File: config.mk
export PLATFORM = sky130hd
export DESIGN_NAME = tpi_fifo
export DESIGN_NICKNAME = d
export VERILOG_FILES = /design/src/tpi_pkg.sv /design/src/tpi_fifo.sv
export SDC_FILE = /design/constraint.sdc
export NUM_CORES = 1
export LEC_CHECK = 0
export CAP_MARGIN = 20
export CORE_ASPECT_RATIO = 0.8
export CORE_UTILIZATION = 45
export DETAILED_ROUTE_END_ITERATION = 8
export DONT_BUFFER_PORTS = 1
export GPL_ROUTABILITY_DRIVEN = 1
export PLACE_DENSITY = 0.62
export SYNTH_ARGS = -nofsm -noshare
export SYNTH_HDL_FRONTEND = slang
export SYNTH_SLANG_ARGS = --single-unit
File: constraint.sdc
create_clock -name clk -period 10 [get_ports clk]
set_input_delay 1 -clock clk [delete_from_list [all_inputs] [get_ports clk]]
set_output_delay 1 -clock clk [all_outputs]
set_load 0.02 [all_outputs]
File: src/tpi_pkg.sv
// Shared types and constants for the three-plane intersection block.
`default_nettype none

package tpi_pkg;

  localparam int VALUE_BITS = 24;
  localparam int FRAC_BITS = 12;
  localparam int CROSS_BITS = 2 * VALUE_BITS + 1;
  localparam int HIGH_BITS = CROSS_BITS - VALUE_BITS;
  localparam int PART_BITS = HIGH_BITS + VALUE_BITS;
  localparam int PROD_BITS = VALUE_BITS + CROSS_BITS;
  localparam int SUM_BITS = PROD_BITS + 2;
  localparam int REM_BITS = SUM_BITS + VALUE_BITS;
  localparam int QUO_BITS = VALUE_BITS - 1;
  localparam int FRONT_STAGES = 5;
  localparam int FIFO_DEPTH = 4;
  localparam int PTR_BITS = 2;

  typedef logic signed [VALUE_BITS-1:0] val_t;

  localparam val_t VAL_MAX = {1'b0, {QUO_BITS{1'b1}}};
  localparam val_t VAL_MIN = {1'b1, {QUO_BITS{1'b0}}};

  typedef struct packed {
    val_t p1_nx;
    val_t p1_ny;
    val_t p1_nz;
    val_t p1_dist;
    val_t p2_nx;
    val_t p2_ny;
    val_t p2_nz;
    val_t p2_dist;
    val_t p3_nx;
    val_t p3_ny;
    val_t p3_nz;
    val_t p3_dist;
  } in_t;

  typedef struct packed {
    val_t pos_x;
    val_t pos_y;
    val_t pos_z;
    logic degenerate;
  } out_t;

  typedef struct packed {
    logic [SUM_BITS-1:0] num_x;
    logic [SUM_BITS-1:0] num_y;
    logic [SUM_BITS-1:0] num_z;
    logic [SUM_BITS-1:0] den;
    logic degenerate;
  } mid_t;

endpackage

`default_nettype wire

File: src/tpi_fifo.sv
// Short queue between the front and back pipelines.
`default_nettype none

module tpi_fifo (
  input  logic          clk,
  input  logic          rst,
  input  logic          wr_valid,
  output logic          wr_ready,
  input  tpi_pkg::mid_t wr_data,
  output logic          rd_valid,
  input  logic          rd_ready,
  output tpi_pkg::mid_t rd_data
);

  tpi_pkg::mid_t mem [tpi_pkg::FIFO_DEPTH];
  logic [tpi_pkg::PTR_BITS-1:0] wptr;
  logic [tpi_pkg::PTR_BITS-1:0] rptr;
  logic [tpi_pkg::PTR_BITS:0] cnt;
  logic wr;
  logic rd;

  assign wr_ready = (cnt != (tpi_pkg::PTR_BITS+1)'(tpi_pkg::FIFO_DEPTH));
  assign rd_valid = (cnt != '0);
  assign wr = wr_valid && wr_ready;
  assign rd = rd_valid && rd_ready;
  assign rd_data = mem[rptr];

  always_ff @(posedge clk) begin
    if (rst) begin
      wptr <= '0;
      rptr <= '0;
      cnt <= '0;
    end else begin
      if (wr) begin
        wptr <= wptr + 1'b1;
      end
      if (rd) begin
        rptr <= rptr + 1'b1;
      end
      if (wr && !rd) begin
        cnt <= cnt + 1'b1;
      end else if (rd && !wr) begin
        cnt <= cnt - 1'b1;
      end
    end
  end

  always_ff @(posedge clk) begin
    if (wr) begin
      mem[wptr] <= wr_data;
    end
  end

endmodule

`default_nettype wire

== After elaboration in Yosys (flattened, before gate mapping) ==
Memories as Yosys holds them, arrays and structs flattened. A register that Yosys moved wholly into a read port is not among the register bits.
Index checks and enable logic that the tools add are counted.

* Add/sub/neg operators: 4
* Mux-type cells: 6
* Eq/ne operators: 1
* Reductions and logical operators: 8

{| class="wikitable"
|+ Operator list
! operator !! count
|-
| $mux W3 || 2
|-
| $add A2 B1 Y2 const B || 2
|-
| $logic_and A1 B1 Y1 || 4
|-
| $mux W2 || 2
|-
| $add A3 B1 Y3 const B || 1
|-
| $ne A3 B3 Y1 const B || 1
|-
| $reduce_bool A3 Y1 || 1
|-
| $sub A3 B1 Y3 const B || 1
|-
| $logic_not A1 Y1 || 2
|-
| $mux W1 || 2
|-
| $reduce_bool A2 Y1 || 1
|}

* Memories kept: 1
* Memory bits (writable): 1,204
* Register bits after elaboration: 7
* Input port bits: 305

{| class="wikitable"
|+ Memories
! memory !! depth !! bits a word !! read ports !! clocked after memory_dff !! write ports !! line !! source
|-
| mem || 4 || 301 || 1 || 1 || 1 || tpi_fifo.sv:15 || <nowiki>tpi_pkg::mid_t mem [tpi_pkg::FIFO_DEPTH];</nowiki>
|}

== Longest topological paths before layout ==
* Depth after elaboration: 6
* Depth in mapped cells: 8
* Gate-level depth less buffers: 8

== Least setup slack after synthesis ==
No wires, ideal clock.

* Kind: input-to-reg
* Start point: input port wr_valid
* End point: memory mem[0][0] (netlist bit), enable pin
* Stages: 2
* Arrival: 8.130 ns
* Data required time: 9.299 ns
* Library setup time: 0.701 ns
* Path slack: 1.169 ns
* Cells stage by stage: a21boi_2 and2_1

* Longest elaborated chain between the ends: 3

{| class="wikitable"
|+ RTL lines
! element !! line !! source
|-
| start: declaration || tpi_fifo.sv:7 || <nowiki>input logic wr_valid,</nowiki>
|-
| $logic_and A1 B1 Y1 || tpi_fifo.sv:24 || <nowiki>assign wr = wr_valid && wr_ready;</nowiki>
|-
| $mux W1 || tpi_fifo.sv:49 || <nowiki>if (wr) begin</nowiki>
|-
| $mux W1 (implied by the code) || tpi_fifo.sv:50 || <nowiki>mem[wptr] <= wr_data;</nowiki>
|-
| end: declaration || tpi_fifo.sv:15 ||
|}

No other way between the ends.

==> flow_metrics.tcl <==
set metrics [dict create \
    post_cts_hold_fix_bufs 0 \
    ys_seq_elements 1213 \
    p_int_w 0.00953 \
    critical_path_buf_inv_count 2 \
    cap_viol_max_count 0 \
    clock_power_share 0.309 \
    crit_slowest_cell "sky130_fd_sc_hd__dfxtp_4" \
    area.growth.synth_to_final_pct 10.5 \
    cpPeakStageDelay_ns 0.78 \
    setup_tns_ns 0 \
    final_util 0.503 \
    clk_path_buf_depth 3 \
    syn_inst_count 1620 \
    num_io_pins 608 \
    tritoncts_clock_tree "done" \
    syn-mean-instance-area_um2 27.3 \
    via_to_cell_ratio 5.55 \
    finalCritPeriodShare 0.476 \
    critical-path-top-delay-family "buffers and inverters" \
    remaining_design_rule_violation_count 0 \
    synth-warning-count 0 \
    initial_core_util 0.455 \
    final_net_count 1992 \
    core_region_area_mm2 0.0971 \
    place.gp.congestion 0.799 \
    post_cts_resize_count 0 \
    placement.io_buffers 0 \
    synth_sequential_area_ratio 0.822 \
    reg2reg_from "cnt[0]" \
    critical_path.reg2reg.endpoint "mem[1][46]" \
    dp.final_hpwl_um 49900 \
    sequentialPowerShare 0.475 \
    routedWlPerCell_um 27.1 \
    postCtsSetupBuffers 0 \
    cp_cell_sequence "buf_4 > buf_12 > mux4_2" \
    relSlewSlack 0.0768 \
    rsz_0062_raised_after_global_routing "no" \
    area_occupied_by_multi_input_gates_mm2 0.00706 \
    ir_worst_vdd_uv 185 \
    critical_path.endpoint_type "primary output" \
    worstRegToRegCells 4 \
    worst_setup_hold_path_clk_slew_ns 0.07 \
    worst-endpoint-required_ns 9.00 \
    worstPathArrival_ns 3.76 \
    worst_clock_skew_ns 0.0270 \
    drt_wl_total_um 83400 \
    p_leak_nw 14.7 \
    slew_at_the_pin_closest_to_its_max_slew_limit_ns 1.38 \
    combPwrFrac 0.215 \
    hold_class "in -> reg" \
    setup_viol 0 \
    switching_power_w 0.00380 \
    die-area_mm2 0.0995 \
    gr-total-overflow 0 \
    crit_path_start_kind "register" \
    clock-sinks 1213 \
    final.fill_count 7384 \
    count_of_cells_along_the_worst_hold_path 1 \
    post_synth_instance_area_mm2 0.0442 \
    cp_max_fo 106 \
    postSynthNetCount 1931 \
    status "finished, final reports clean" \
    sequential_cell_area_mm2 0.0363 \
    number_of_routed_nets_with_antenna_violations 0 \
    setup.reg_to_reg.worst_slack_ns 7.20 \
    total_power_w 0.0133 \
    drt_pass1_iterations 5 \
    hold_path_startpoint "rst" \
    slew_viol_final 0 \
    timing.fmax_mhz 210 \
    root_buffer "sky130_fd_sc_hd__clkbuf_16" \
    initialDrtViolationCount 1447 \
    cts.htree.levels 3 \
    global_route_wire_length_before_repair_um 120000 \
    n_antenna_cell 0 \
    worst_skew_pair.late_latency_ns 0.68 \
    grt_start_max_net_pins 161 \
    tritoncts.num_buffers 112 \
    grtUsageTotal 0.164 \
    power_density_mw_per_mm2 273 \
    number_of_antenna_violations_at_the_first_check_in_global_routing 1 \
    p_sw_frac 0.285 \
    rows 102 \
    hold_viol 0 \
    die-height_um 282 \
    die_w_um 352 \
    vias 17000 \
    via_count_of_the_first_global_routing_pass 17900 \
    post_synth_num_cell_types 25 \
    worstSetupPathType "reg -> out" \
    finalWorstPathRequiredPeriod_ns 4.76 \
    share_of_layout_cells_above_drive_strength_1 0.272 \
]
[cells in the final DEF, fill, tap and decap left out, drive strengths merged]
master / instances
inv: 7
edfxtp: 1204
fa: 1
nor2: 8
o311ai: 1
clkbuf: 134
or3: 2
mux4: 301
o21ai: 1
clkinv: 54
mux2i: 2
a21boi: 1
mux2: 1
nand2b: 2
and2: 4
a21oi: 1
ha: 5
bufinv: 10
nand2: 1
dfxtp: 9
clkinvlp: 5
xor2: 4
buf: 15
o31ai: 1
[area by class of cell]
cell class,instances,share of cell area
Multi-Input combinational cell,336,0.144
Inverter,3,0.000230
Timing Repair Buffer,15,0.00512
Tap cell,1300,0.0333
Clock inverter,73,0.0137
Clock buffer,134,0.0595
Sequential cell,1213,0.744
[how the worst max path moves through the flow]
stage	endpoint	slack, ns	depth (start not counted)	start
after global routing	rd_data[46]	4.86	3	register
final	rd_data[86]	5.24	3	register
after floorplan	mem[0][0]	1.17	2	wr_valid
after CTS	rd_data[5]	5.04	3	register
after global placement	rd_data[38]	5.85	3	register
after detailed placement	rd_data[5]	5.79	3	register
[flip-flops by register name, summed over array words and instances, names as in the netlist, named ones only]
register,cells
mem,1204
wptr,2
rptr,2
cnt,3
[per-stage QoR]
step	cells	hold WS (ns)	setup WS, ns	instance area [um^2]
global route	3074	0.328	4.86	48900
floorplan	1620	0.482	1.17	44200
finish	3074	0.375	5.24	48900
CTS	3074	0.300	5.04	48900
global placement	2867	0.493	5.85	45300
detailed placement	2867	0.516	5.79	45300
[power groups by stage]
stage / sequential, W / combinational [W] / clock (W)
after floorplan: 0.00651 / 0.00264 / 0
after global placement: 0.00642 / 0.00293 / 0
after detailed placement: 0.00645 / 0.00295 / 0
after CTS: 0.00634 / 0.00296 / 0.00422
after global routing: 0.00638 / 0.00303 / 0.00441
final: 0.00634 / 0.00287 / 0.00412
[Yosys cell counts]
master | n | area share
sky130_fd_sc_hd__edfxtp_1 | 1204 | 0.82
sky130_fd_sc_hd__mux4_2 | 301 | 0.15
sky130_fd_sc_hd__buf_12 | 32 | 0.014
sky130_fd_sc_hd__buf_2 | 29 | 0.0033
sky130_fd_sc_hd__dfxtp_1 | 9 | 0.0041
sky130_fd_sc_hd__nor2_1 | 8 | 0.00068
sky130_fd_sc_hd__ha_1 | 5 | 0.0014
sky130_fd_sc_hd__and2_1 | 4 | 0.00057
sky130_fd_sc_hd__clkbuf_1 | 4 | 0.00034
sky130_fd_sc_hd__xor2_1 | 4 | 0.00079
sky130_fd_sc_hd__inv_1 | 3 | 0.00025
sky130_fd_sc_hd__mux2i_1 | 2 | 0.00045
sky130_fd_sc_hd__nand2b_1 | 2 | 0.00028
sky130_fd_sc_hd__or3_1 | 2 | 0.00028
sky130_fd_sc_hd__a21boi_2 | 1 | 0.00025
sky130_fd_sc_hd__a21oi_1 | 1 | 0.00011
sky130_fd_sc_hd__buf_1 | 1 | 0.000085
sky130_fd_sc_hd__buf_4 | 1 | 0.00017
sky130_fd_sc_hd__buf_6 | 1 | 0.00025
sky130_fd_sc_hd__fa_1 | 1 | 0.00045
sky130_fd_sc_hd__mux2_2 | 1 | 0.00025
sky130_fd_sc_hd__nand2_1 | 1 | 0.000085
sky130_fd_sc_hd__o21ai_0 | 1 | 0.00011
sky130_fd_sc_hd__o311ai_0 | 1 | 0.00020
sky130_fd_sc_hd__o31ai_1 | 1 | 0.00017
[layer usage]
layer / share of wire / global-route usage / routed length [um] / up-vias
li1: - / - / - / 7184
met1: 0.36 / 0.191 / 29900 / 9123
met2: 0.51 / 0.274 / 42700 / 608
met3: 0.10 / 0.0727 / 8740 / 132
met4: 0.026 / 0.0515 / 2150 / 0
met5: 0 / 0 / 0 / -
[kinds of logic after synthesis]
| family | Yosys count | synth area share |
|---|---|---|
| xor gates and xnor gates | 4 | 0.000792 |
| DFF | 1213 | 0.822 |
| AOI/OAI and AO/OA | 5 | 0.000849 |
| and+or+nand+nor | 17 | 0.00190 |
| adders and majority gates | 6 | 0.00187 |
| muxes | 304 | 0.154 |
| buffers and inverters | 71 | 0.0189 |
Note: power is estimated with default switching activity, not from simulation.
